$ cat src/rtl/assert_macros.svh
// assertion helpers used by the top-level module
`ifndef ASSERT_MACROS_SVH
`define ASSERT_MACROS_SVH

// same-cycle implication
`define MLPH_ASSERT_IMP(label, clk, rst_n, a, b) \
    label: assert property (@(posedge clk) disable iff (!rst_n) (a) |-> (b)) \
        else $error("implication check failed");

// next-cycle implication
`define MLPH_ASSERT_NEXT(label, clk, rst_n, a, b) \
    label: assert property (@(posedge clk) disable iff (!rst_n) (a) |=> (b)) \
        else $error("next-cycle check failed");

`endif

$ cat src/rtl/mlph_pkg.sv
package mlph_pkg;

    localparam int LANES      = 4;
    localparam int NUM_PRIMES = 4;
    localparam int CFG_IDX_W  = 2;
    localparam int PRIME_W    = 31;
    localparam int LANE_W     = 2;
    localparam int LANE_IDX_W = (LANES > 1) ? $clog2(LANES) : 1;
    localparam int Q_DEPTH    = 4;
    localparam int Q_AW       = 2;

    localparam logic [31:0] HASH_SEED = 32'd1804289383;
    localparam logic [31:0] HASH_MOD  = 32'd2147483629;
    // 2^31 mod HASH_MOD
    localparam logic [12:0] MOD_FOLD  = 13'd19;

    localparam logic [PRIME_W-1:0] PRIME_RESET [NUM_PRIMES] =
        '{31'd31, 31'd37, 31'd41, 31'd43};

    typedef struct packed {
        logic signed [7:0] ch;
        logic              use_ch;
        logic              last;
    } item_t;

endpackage

$ cat src/rtl/mlph_emit.sv
module mlph_emit (
    input  logic                              clk,
    input  logic                              rst_n,
    input  logic                              snap_load,
    input  logic [mlph_pkg::LANES-1:0][31:0]  snap_hash,
    output logic                              emit_can_load,
    output logic                              m_tvalid,
    input  logic                              m_tready,
    output logic [31:0]                       m_tdata,   // hash_value
    output logic [mlph_pkg::LANE_W-1:0]       m_tuser,   // lane
    output logic                              m_tlast    // last_lane
);
    import mlph_pkg::*;

    logic [31:0]           hash_reg [LANES];
    logic [LANE_IDX_W-1:0] idx_reg;
    logic                  busy_reg;
    logic                  at_last;

    assign at_last       = (idx_reg == LANE_IDX_W'(LANES - 1));
    assign emit_can_load = !busy_reg || (m_tready && at_last);
    assign m_tvalid      = busy_reg;
    assign m_tdata       = hash_reg[idx_reg];
    assign m_tuser       = LANE_W'(idx_reg);
    assign m_tlast       = at_last;

    always_ff @(posedge clk or negedge rst_n)
    begin
        if (!rst_n)
        begin
            busy_reg <= 1'b0;
            idx_reg  <= '0;
        end
        else if (snap_load)
        begin
            busy_reg <= 1'b1;
            idx_reg  <= '0;
        end
        else if (busy_reg && m_tready)
        begin
            if (at_last)
            begin
                busy_reg <= 1'b0;
            end
            else
            begin
                idx_reg <= idx_reg + 1'b1;
            end
        end
    end

    always_ff @(posedge clk)
    begin
        if (snap_load)
        begin
            for (int i = 0; i < LANES; i++)
            begin
                hash_reg[i] <= snap_hash[i];
            end
        end
    end

endmodule

$ cat config.mk
export PLATFORM = sky130hd
export DESIGN_NAME = mlph_emit
export DESIGN_NICKNAME = d
export VERILOG_FILES = /design/src/rtl/assert_macros.svh /design/src/rtl/mlph_pkg.sv /design/src/rtl/mlph_emit.sv
export SDC_FILE = /design/constraint.sdc
export NUM_CORES = 1
export LEC_CHECK = 0
export ABC_AREA = 0
export BUFFER_PORTS_ARGS = -buffer_cell sky130_fd_sc_hd__buf_2
export CORE_MARGIN = 3
export CORE_UTILIZATION = 30
export CTS_BUF_LIST = sky130_fd_sc_hd__clkbuf_2 sky130_fd_sc_hd__clkbuf_4 sky130_fd_sc_hd__clkbuf_8
export DETAILED_ROUTE_END_ITERATION = 12
export SYNTH_ARGS = -nofsm -noshare
export SYNTH_HDL_FRONTEND = slang
export SYNTH_SLANG_ARGS = --single-unit
$ cat constraint.sdc
create_clock -name clk -period 2.7 [get_ports clk]
set_clock_uncertainty 0.15 [all_clocks]
set_input_delay 0.54 -clock clk [delete_from_list [all_inputs] [get_ports clk]]
set_output_delay 0.54 -clock clk [all_outputs]
set_load 0.005 [all_outputs]
Word level (Yosys, flattened, before mapping)
Memories as Yosys holds them, arrays and structs flattened.
Cells that the tools add are included.
{ "totals": {"wordCells": 22, "regBits": 3, "ramBits": 128, "out_inout_bits": 37, "inputBits": 132, "memories": 1} }
{ "memory_table": {"columns": ["name", "depth", "width", "rd", "rd_clocked_by_memory_dff", "write_ports", "line", "rtl"], "rows": [
  ["hash_reg", 4, 32, 1, 0, 4, "mlph_emit.sv:15", "logic [31:0] hash_reg [LANES];"]
]} }
{ "op_classes": {"n_addsub": 1, "reduce_logical": 8, "muxes": 8, "n_eq_ne": 2} }
{ "ops": {"columns": ["op", "n"], "rows": [
  ["$mux 2", 3],
  ["$mux 1", 5],
  ["$reduce_and 2->1", 2],
  ["$reduce_bool 2->1", 2],
  ["$add 2x1->2 const B", 1],
  ["$eq 2x2->1 const B", 1],
  ["$logic_and 1x1->1", 2],
  ["$ne 2x2->1 const B", 1],
  ["$logic_not 1->1", 1],
  ["$logic_or 1x1->1", 1]
]} }

Depth between registers and ports, before layout
{ "logic_depth": {"ltp_word": 4, "mapped_depth": 4, "ltp_nobuf": 3} }

Least setup slack after synthesis
No wires, ideal clock.
{ "synth_timing": {"kind": "register -> output", "from": "register idx_reg[0] (netlist: m_tuser[0])", "to": "output port m_tdata[10]", "stages_incl_launch_ff": 4, "path_slack_ps": 812, "arrival_time_ps": 1198, "t_required_ps": 2010, "path_buffers": 2, "cell_sequence": "dfrtp_1 buf_6 buf_6 mux4_2"} }
{ "synth_between": {"elab_chain_cells": 1} }
{ "synth_rtl": {"columns": ["item", "line", "rtl"], "rows": [
  ["start: declaration", "mlph_emit.sv:16", "logic [LANE_IDX_W-1:0] idx_reg;"],
  ["start signal: assignment", "mlph_emit.sv:47", "idx_reg <= idx_reg + 1'b1;"],
  ["$mem_v2 4x32", null, null],
  ["end: declaration", "mlph_emit.sv:9", "output logic [31:0] m_tdata,"]
]} }
No other way between the ends.

Worst setup path after layout
{ "layout_timing": {"from": "register idx_reg[0] (netlist: m_tuser[0])", "to": "output port m_tdata[0]"} }
Same word-level chain as after synthesis.

==> flow_metrics.py <==
metrics = {
    "outcome": {
        "run_status": "complete, no violations",
    },
    "floorplanning": {
        "dieArea_um2": 17500,
        "ios": 169,
        "dieWidth_um": 132,
        "start_util_pct": 31.1,
        "rows": 45,
        "die_h_um": 132,
        "coreArea_um2": 15400,
    },
    "clocking": {
        "htree_levels": 4,
        "cts-root-buf": "clkbuf_8",
        "clock_path_buffers": 2,
        "clkSinkCount": 131,
        "cts.clk_slew.worst_paths_ps": 80,
        "cts_tree": "built",
        "numCtsBuffers": 17,
        "clk_latency_ps": 420,
        "cts_setup_buffers": 0,
    },
    "grt": {
        "antenna_found_initial": 2,
        "grt_first_pass_wirelength_um": 14800,
        "grt_overflow": 0,
        "grt_max_degree": 51,
        "grt_pass1_vias": 2808,
        "track_usage_pct": 11.2,
    },
    "place": {
        "portBuffers": 168,
        "place_area_um2": 5940,
        "routabilityCongestion": 0.672,
        "place_ws_ps": 566,
        "place_hpwl_um": 6740,
    },
    "power_and_ir_drop": {
        "cellPowerDensity_nw_per_um2": 722,
        "ir_drop_uv": 429,
        "p_leak_nw": 2.44,
    },
    "finish": {
        "largest_reg_flops": 128,
        "final_area_um2": 6350,
        "fin_util_pct": 41.2,
        "drive_gt1_share_pct": 62.0,
        "fin_nets": 504,
        "area_growth_pct": 32.3,
        "diodes": 0,
    },
    "synthesis": {
        "ys_types": 16,
        "synth.area.top_cells": "edfxtp_1 (80%), mux4_2 (13%), mux4_1 (2.2%), dfrtp_1 (1.6%), buf_6 (0.94%)",
        "synth_flop_cell": "edfxtp_1",
        "synth_top_family_by_area": "multiplexers",
        "ys_seq_area_share_pct": 81.7,
        "synth-xor-area-share_pct": 0,
        "synth_seq_cells": 131,
        "synth-simple-area-share_pct": 0.808,
        "netlist_area_um2": 4800,
        "synth_fa_ha_area_share_pct": 0.261,
        "yosysTopAreaCell": "edfxtp_1",
        "ys_async_sr_fraction_pct": 2.29,
        "synth.area.mux_share_pct": 15.8,
        "yosysWarnings": 0,
        "synth_compound_area_share_pct": 0.156,
        "synth_top_area_share_pct": 80.1,
        "synth_commonest_cells": "edfxtp_1 (128), mux4_2 (28), buf_6 (4), mux4_1 (4)",
        "synth_edf_count": 128,
        "avgSynthCellArea_um2": 26.4,
        "synthesis.nets": 315,
        "synth_most_common_cell": "edfxtp_1",
        "synthCells": 182,
    },
    "timing": {
        "slew_viol_final": 0,
        "fin_crit_sh_pct": 94.8,
        "hold_viol_final": 0,
        "rsz0062_at_grt": "false",
        "slew_headroom_pct": 63.1,
        "final-setup-viol-count": 0,
        "final.setup.tns_ps": 0,
        "clock.fmax_mhz": 391,
        "layout_setup_ws_ps": 141,
        "max_slew.worst_pin.slew_ps": 553,
        "period_minus_slack_ps": 2560,
    },
    "setup_path": {
        "r2r-start": "m_tuser[0]$_DFFE_PN0P_",
        "worst-setup-path-type": "flip-flop to output port",
        "cp_slowest_cell": "mux4_1",
        "r2r_cells": 4,
        "critPathMaxStageDelay_ps": 580,
        "crit_chain": "buf_4 -> mux4_1 -> buf_2",
        "path_buf_inv": 2,
        "reg2reg_slack_ps": 900,
        "worstPathArrival_ps": 1870,
        "timing.rr.end": "m_tuser[0]$_DFFE_PN0P_",
        "setup.worst_path.end_class": "output port",
        "path_max_fanout": 18,
        "cp.required_ps": 2010,
        "critPathLaunchType": "flip-flop",
        "path_delay_family": "multiplexers",
    },
    "worst_hold_path": {
        "holdPathEnd": "hash_reg[0][28]$_DFFE_PP_",
        "hold_depth": 1,
        "min-delay-start": "snap_hash[28]",
        "worstHoldPathType": "input pin to flip-flop",
    },
    "routing": {
        "route.met3.wl_um": 931,
        "drc": 0,
        "drtAntennaViolNets": 0,
        "top_layer_used": "met5",
        "drt_iter0_markers": 94,
        "wirelength_um": 9440,
        "wl_met1_um": 3680,
        "firstDrtPassIters": 6,
        "wl_met2_um": 4720,
        "vias_per_cell": 4.27,
        "vias": 2539,
        "post_drt_wl_per_cell_um": 15.9,
    },
    "run": {
        "maxCapViolations": 0,
    },
}
==> logic make-up after synthesis <==
| family | after synthesis |
|---|---|
| flip-flops | 131 |
| multiplexers | 34 |
| buffers and inverters | 8 |
| AND/OR/NAND/NOR | 7 |
| AO/OA/AOI/OAI | 1 |
| adder cells (fa/ha/maj) | 1 |
==> cell type report <==
type                    instances  area, µm²
fillers                      1422       9080
flip-flops and latches        131       3920
multi-input cells              43        816
repair buffers                178        946
well taps                     211        264
clock buffers                  18        241
clock inverters                14        161
==> where the power goes <==
group          switching, W  internal (W)
clock network      0.000744      0.000916
logic              0.000199      0.000278
registers         0.0000366       0.00241
==> worst max-delay path by stage <==
| stage | slack, ps | cells after the start | start | endpoint |
|---|---|---|---|---|
| final | 140 | 3 | m_tuser[0]$_DFFE_PN0P_ | m_tdata[0] |
| after global routing | 10 | 3 | m_tuser[0]$_DFFE_PN0P_ | m_tdata[0] |
| after CTS | 70 | 3 | m_tuser[0]$_DFFE_PN0P_ | m_tdata[0] |
| after detailed placement | 570 | 3 | m_tuser[0]$_DFFE_PN0P_ | m_tdata[0] |
| after global placement | 560 | 3 | m_tuser[0]$_DFFE_PN0P_ | m_tdata[0] |
| after floorplan | 810 | 3 | m_tuser[0]$_DFFE_PN0P_ | m_tdata[10] |
==> cells in the final DEF, fill, tap and decap left out, drive strengths merged, types with 2 or more instances in the layout <==
master / instances
dfrtp: 3
nand2b: 2
buf: 177
clkinvlp: 3
edfxtp: 128
mux4: 32
nand2: 2
clkbuf: 18
clkinv: 7
bufinv: 3
==> per-stage QoR <==
stage               cells  hold slack, ps  power, W
global placement      562             195   0.00297
global route          595            82.8   0.00480
finish                595             130   0.00458
floorplan             182            94.4   0.00270
detailed placement    562             193   0.00298
CTS                   595            90.8   0.00467
==> repair_timing <==
| action | CTS | global route |
|---|---|---|
| hold buffers | 1 | 0 |
| resized for setup | 0 | 0 |
| endpoints found under the hold margin | 3 | 0 |
| endpoints found under the setup margin | 0 | 0 |
==> layer usage <==
| layer | vias to the layer above | GRT usage (%) |
|---|---|---|
| met2 | 118 | 18.5 |
| met1 | 1242 | 12.5 |
| met4 | 4 | 4.16 |
| met3 | 11 | 5.82 |
| li1 | 1164 | - |
| met5 | - | 0 |
==> worst register-to-register path, stage by stage, from the launching register on <==
cell	delay [ps]
dfrtp_2	430
buf_4	240
ha_1	270
and3b_1	270
mux2_2	340
Power figures use the tool's default switching activity.
