===== src/rtl/assert_macros.svh =====
// assertion helpers used by the top-level module
`ifndef ASSERT_MACROS_SVH
`define ASSERT_MACROS_SVH

// same-cycle implication
`define MLPH_ASSERT_IMP(label, clk, rst_n, a, b) \
    label: assert property (@(posedge clk) disable iff (!rst_n) (a) |-> (b)) \
        else $error("implication check failed");

// next-cycle implication
`define MLPH_ASSERT_NEXT(label, clk, rst_n, a, b) \
    label: assert property (@(posedge clk) disable iff (!rst_n) (a) |=> (b)) \
        else $error("next-cycle check failed");

`endif


===== src/rtl/mlph_pkg.sv =====
package mlph_pkg;

    localparam int LANES      = 4;
    localparam int NUM_PRIMES = 4;
    localparam int CFG_IDX_W  = 2;
    localparam int PRIME_W    = 31;
    localparam int LANE_W     = 2;
    localparam int LANE_IDX_W = (LANES > 1) ? $clog2(LANES) : 1;
    localparam int Q_DEPTH    = 4;
    localparam int Q_AW       = 2;

    localparam logic [31:0] HASH_SEED = 32'd1804289383;
    localparam logic [31:0] HASH_MOD  = 32'd2147483629;
    // 2^31 mod HASH_MOD
    localparam logic [12:0] MOD_FOLD  = 13'd19;

    localparam logic [PRIME_W-1:0] PRIME_RESET [NUM_PRIMES] =
        '{31'd31, 31'd37, 31'd41, 31'd43};

    typedef struct packed {
        logic signed [7:0] ch;
        logic              use_ch;
        logic              last;
    } item_t;

endpackage


===== src/rtl/mlph_front.sv =====
module mlph_front (
    input  logic             clk,
    input  logic             rst_n,
    input  logic             s_tvalid,
    output logic             s_tready,
    input  logic [7:0]       s_tdata,   // key_byte
    input  logic             s_tuser,   // has_byte
    input  logic             s_tlast,   // end_of_key
    output logic             q_valid,
    input  logic             q_pop,
    output mlph_pkg::item_t  q_item
);
    import mlph_pkg::*;

    item_t          fifo_reg [Q_DEPTH];
    logic [Q_AW-1:0] wr_ptr_reg, rd_ptr_reg;
    logic [Q_AW:0]   count_reg, count_next;
    logic           push, pop;
    item_t          in_item;

    // a zero character never belongs to a key
    always_comb
    begin
        in_item.ch     = s_tdata;
        in_item.use_ch = s_tuser && (s_tdata != 8'd0);
        in_item.last   = s_tlast;
    end

    assign s_tready = (count_reg != (Q_AW+1)'(Q_DEPTH));
    assign q_valid  = (count_reg != '0);
    assign q_item   = fifo_reg[rd_ptr_reg];
    assign push     = s_tvalid && s_tready;
    assign pop      = q_pop && q_valid;

    always_comb
    begin
        count_next = count_reg;
        if (push && !pop)
        begin
            count_next = count_reg + 1'b1;
        end
        else if (pop && !push)
        begin
            count_next = count_reg - 1'b1;
        end
    end

    always_ff @(posedge clk or negedge rst_n)
    begin
        if (!rst_n)
        begin
            wr_ptr_reg <= '0;
            rd_ptr_reg <= '0;
            count_reg  <= '0;
        end
        else
        begin
            count_reg <= count_next;
            if (push)
            begin
                wr_ptr_reg <= wr_ptr_reg + 1'b1;
            end
            if (pop)
            begin
                rd_ptr_reg <= rd_ptr_reg + 1'b1;
            end
        end
    end

    always_ff @(posedge clk)
    begin
        if (push)
        begin
            fifo_reg[wr_ptr_reg] <= in_item;
        end
    end

endmodule


===== config.mk =====
export PLATFORM = sky130hd
export DESIGN_NAME = mlph_front
export DESIGN_NICKNAME = d
export VERILOG_FILES = /design/src/rtl/assert_macros.svh /design/src/rtl/mlph_pkg.sv /design/src/rtl/mlph_front.sv
export SDC_FILE = /design/constraint.sdc
export NUM_CORES = 1
export LEC_CHECK = 0
export ABC_CLOCK_PERIOD_IN_PS = 3400
export BUFFER_PORTS_ARGS = -buffer_cell sky130_fd_sc_hd__clkbuf_2
export CAP_MARGIN = 20
export CORE_MARGIN = 10
export CORE_UTILIZATION = 50
export CTS_BUF_LIST = sky130_fd_sc_hd__clkbuf_4
export CTS_CLUSTER_DIAMETER = 100
export DETAILED_ROUTE_END_ITERATION = 8
export PLACE_DENSITY = 0.71
export SLEW_MARGIN = 20
export SYNTH_ARGS = -nofsm -noshare
export SYNTH_HDL_FRONTEND = slang
export SYNTH_SLANG_ARGS = --single-unit

===== constraint.sdc =====
create_clock -name clk -period 3.4 [get_ports clk]
set_input_delay 0.68 -clock clk [delete_from_list [all_inputs] [get_ports clk]]
set_output_delay 0.68 -clock clk [all_outputs]
set_load 0.05 [all_outputs]

---- Yosys cells after proc, flatten, opt, wreduce, memory -nomap -nowiden ----
Memories as Yosys holds them, arrays and structs flattened.
Cells that the tools add are included.
storage, ports and cells
  bits in registers ....................... 7
  bits in writable memories ............... 40
  ROM bits ................................ 0
  memories kept ........................... 1
  bits in latches ......................... 0
memories
  memory    depth  bits a word  read ports  clocked after Yosys merged registers in  write ports  line              RTL
  fifo_reg  4      10           1           0                                        1            mlph_front.sv:15  item_t fifo_reg [Q_DEPTH];
operators by class
  shift-type cells ........................ 0
  reduce and logical (&&, ||, !) cells .... 10
  bitwise logic cells ..................... 0
  add/subtract/negate cells ............... 4
  multipliers ............................. 0
  divide/modulo/power cells ............... 0
  multiplexer cells ....................... 4
  order comparisons ....................... 0
  eq/ne operators ......................... 1
operator list
  cell                                               count
  nonzero test 8 bit                                 1
  2-to-1 mux 3 bit                                   2
  logical AND 1 bit                                  5
  adder 2 x 1 -> 2 bit (second input constant)       2
  adder 3 x 1 -> 3 bit (second input constant)       1
  != test 3 bit (second input constant)              1
  nonzero test 3 bit                                 1
  subtractor 3 x 1 -> 3 bit (second input constant)  1
  logical NOT 1 bit                                  2
  2-to-1 mux 1 bit                                   2
  nonzero test 2 bit                                 1

---- Depth between registers and ports, before layout ----
  word-level depth ........................ 6
  mapped depth ............................ 8
  depth with buffers taken out ............ 8

---- Least setup slack after synthesis ----
No wires, ideal clock.
  kind .................................... register -> register
  from .................................... register count_reg[1]
  to ...................................... register count_reg[2]
  stages on the path, launching flop included .. 9
  clock period less this slack ............ 2.078 ns
  arrival time ............................ 1.999 ns
  data required time ...................... 3.321 ns
  path slack .............................. 1.322 ns
  path through ............................ dfrtp_1 > or3_4 > nand2_2 > ha_1 > inv_1 > fa_1 > xor2_1 > nor2_1 > xor2_1
between the ends
  word-level cells in the longest chain between the ends .. 5
ends and longest elaborated chain
  what                                                    line              RTL
  start, declared                                         mlph_front.sv:17  logic [Q_AW:0] count_reg, count_next;
  start signal, assigned                                  mlph_front.sv:58  count_reg <= count_next;
  nonzero test 3 bit *                                    mlph_front.sv:30  assign q_valid = (count_reg != '0);
  net q_valid                                             mlph_front.sv:9   output logic q_valid,
  logical AND 1 bit *                                     mlph_front.sv:33  assign pop = q_pop && q_valid;
  logical NOT 1 bit                                       mlph_front.sv:38  if (push && !pop)
  logical AND 1 bit                                       mlph_front.sv:38
  2-to-1 mux 3 bit or nonzero test 2 bit (tied branches)  -
The timed path passes the listed nets; every way through them passes the cells marked *. The select of a mux whose other input is x is not followed.
A chain may end at the register's enable or synchronous reset.

==> out/results.md <==
| Stage | Metric | Reported |
|---|---|---|
| outcome | Status | completed |
| floorplan | Die ar. | 6641 um2 |
| cts | Count of instances resized after the clock tree is built | 0 |
| logic synthesis | Post-Syn Nets | 110 |
| detailed routing | Per-cell via count in the routed design | 5.243 |
| logic synthesis | Sequential fraction of the synthesis area | 0.7280 |
| floorplan | Total core area | 3661 um2 |
| detailed routing | WL/cell | 18.06 um |
| timing | Worst rel slew slack | 0.5419 |
| detailed routing | Length of routed met2 wiring | 1.619 mm |
| cells and area | Highest-count cells in the layout ignoring fill and taps | 40 x edfxtp_1, 25 x clkbuf_2, 8 x mux4_2, 7 x dfrtp_1 |
| timing | Final setup viols | 0 |
| cts | CTS Hold Bufs | 0 |
| timing | Actual slew at the worst max-slew pin | 0.6871 ns |
| logic synthesis | Fraction of post-synthesis cell area in the top cell type by area | 0.6353 |
| cells and area | Number of inserted filler cells in the final layout | 285 |
| cells and area | Syn-to-layout area delta | 11.98% |
| global routing | Global router's overall resource usage | 0.1017 |
| cts | H-tree levels | 2 |
| pwr | Peak supply drop | 0.0004368 V |
| logic synthesis | Count of different cell masters after synthesis | 23 |
| timing | Minimum clock period after layout | 2.745 ns |
| cts | # clock sinks | 47 |
| logic synthesis | Post-synthesis instance area | 1891 um2 |
| detailed routing | Post-detailed-route DRC marker count | 0 |
| setup path | Critical path required time | 2.72 ns |
| global routing | Aggregate global routing overflow | 0 |
| timing | Final hold vios | 0 |
| cells and area | Most frequent standard cell in the layout excluding fill and tap cells | edfxtp_1 |
| logic synthesis | Mapped Cells | 90 |
| flow run | Number of maximum-capacitance violations | 0 |
| placement | Post-detail-place hpwl | 2.239 mm |
| global routing | First-pass GRT wire length | 4.912 mm |
| cts | CTS tree | done |
| pwr | Leakage power of the design | 0.7724 nW |
| cells and area | Max FFs per register | 40 |
| cts | Number of buffers between clock root and the deepest sink | 2 |
| setup path | Startpoint-to-endpoint class of the critical path | reg -> out |
| placement | Cell area after placement | 2059 um2 |
| detailed routing | Post-route antenna net violation count | 0 |
| cts | Setup Buffers After CTS | 0 |
| logic synthesis | Mean post-synth cell area | 21.01 um2 |
| logic synthesis | Leading cell types by total area after synthesis | edfxtp_1 64%, mux4_2 9.5%, dfrtp_1 9.3%, ha_1 3.3%, mux4_1 2.8% |
| floorplan | IO Pins | 26 |
| floorplan | Height of the die | 81.49 um |
| floorplan | Initial core utilization | 0.5164 |
| pwr | Total power of the final layout | 1.951 mW |
| cells and area | Proportion of layout cells with a drive suffix above 1 | 0.3802 |
| setup path | Crit path capture type | primary output |
| cts | TritonCTS Buffers | 5 |
| cts | Clk pin slew, worst setup/hold paths | 0.13 ns |
| logic synthesis | Most area-hungry cell type in the Yosys netlist | edfxtp_1 |
| global routing | Maximum number of pins on one net before global-route repair | 16 |
| timing | Post-route clock skew | 0.02034 ns |
| pwr | Power density of the placed cells | 921.7 nW/um2 |
| global routing | Via count of the first global-routing pass | 943 |
| detailed routing | Met3 wirelength from detailed routing | 205 um |
| detailed routing | Total wire length | 3.052 mm |
| setup path | Startpoint class of the critical path | register |
| floorplan | Std-Cell Rows | 22 |
| timing | Number of max-slew violations in the final report | 0 |
| timing | Period utilisation layout | 0.8073 |
| detailed routing | Total number of vias | 886 |
| setup path | Endpoint arrival time on the critical path | 2.06 ns |
| cells and area | Count of nets after finishing | 140 |
| cells and area | Post-route cell area | 2117 um2 |
| detailed routing | Detailed-routing iteration count for the pre-antenna-repair pass | 4 |
| cts | Clock tree root driver cell | clkbuf_4 |
| timing | Setup repair after global routing missed its margin | no |
| placement | RD Place Congestion | 0.7164 |
| timing | Achievable clock frequency | 364.3 MHz |
| global routing | Number of antenna violations at the first check in global routing | 0 |
| detailed routing | Iteration-0 DRC Markers | 114 |
| setup path | Crit Path Max Fanout | 12 |
| detailed routing | Post-route met1 wirelength | 1.180 mm |
| logic synthesis | Yosys synthesis warning count | 0 |
| cells and area | Number of antenna repair diodes | 0 |
| cells and area | Core utilization of the finished layout | 0.5783 |
| min path | Path type of the worst min-delay path | in -> async |
| timing | Setup tns final | 0 ns |
| placement | Buffers on Ports | 25 |
| cts | Insertion delay of the later-clocked pin in the worst-skew pair | 0.36 ns |
| detailed routing | Top layer used by detailed routing | met4 |
| logic synthesis | Number of storage elements in the synthesis netlist | 47 |
| floorplan | Die Wd | 81.49 um |
final timing paths:
path,startpoint,end,slack [ns],depth (start not counted)
max reg2reg,count_reg[1],count_reg[2],1.29,8
min,rst_n,rd_ptr_reg[0],0.13,1
max,rd_ptr_reg[0],q_item[6],0.66,2
min reg2reg,count_reg[2],count_reg[2],0.55,1
min in group clk,s_tlast,fifo_reg[3][0],0.53,1
max in group asynchronous,rst_n,wr_ptr_reg[1],3.08,1
Yosys cell counts:
cell type / count
ha_1: 5
nor2_1: 1
inv_1: 3
nor4_1: 2
a21boi_0: 1
dfrtp_1: 7
mux4_1: 2
a21boi_2: 1
xor2_1: 2
nand2_2: 1
nor2_2: 1
xnor2_1: 4
mux4_2: 8
mux2_2: 1
mux2_4: 1
buf_6: 1
nand2_1: 1
buf_2: 1
nand3_1: 1
fa_1: 1
edfxtp_1: 40
and2_1: 4
or3_4: 1
final cells by class:
type | count | area [um2] | area share
tap | 48 | 60.06 | 0.02837
clock buffer | 5 | 37.54 | 0.01773
timing repair buffer | 25 | 125.1 | 0.05910
multi-input combinational | 38 | 486.7 | 0.2299
inverter | 3 | 11.26 | 0.005319
sequential | 47 | 1376 | 0.6501
clock inverter | 3 | 20.02 | 0.009456
cell families after synthesis:
kind of cell	share of synthesized area
buffers and inverters	0.01456
xor gates and xnor gates	0.02780
AOI/OAI and AO/OA	0.009928
and+or+nand+nor	0.03904
DFF	0.7280
adders and majority gates	0.04368
muxes	0.1370
worst max-delay path: stages (launching register included):
cell and delay [ns]:
dfrtp_1 0.81, mux4_1 0.64, clkbuf_2 0.25
metal layers:
layer	GRT usage	vias up
li1	-	416
met1	0.1120	442
met2	0.1675	22
met3	0.03712	6
met4	0.05709	0
met5	0	-
metrics by stage:
step / std cells / hold slack [ns] / worst slack, ns
2_1_floorplan: 90 / 0.3844 / 1.322
3_3_place_gp: 161 / 0.5247 / 1.037
3_5_place_dp: 161 / 0.5297 / 1.010
4_1_cts: 169 / 0.1314 / 0.5943
5_1_grt: 169 / 0.1144 / 0.5204
6_report: 169 / 0.1343 / 0.6551
power breakdown:
group | total (mW) | internal [mW] | switching, mW
combinational | 0.802 | 0.285 | 0.517
sequential | 0.899 | 0.777 | 0.122
clock | 0.251 | 0.0795 | 0.171
Power figures use the tool's default switching activity.
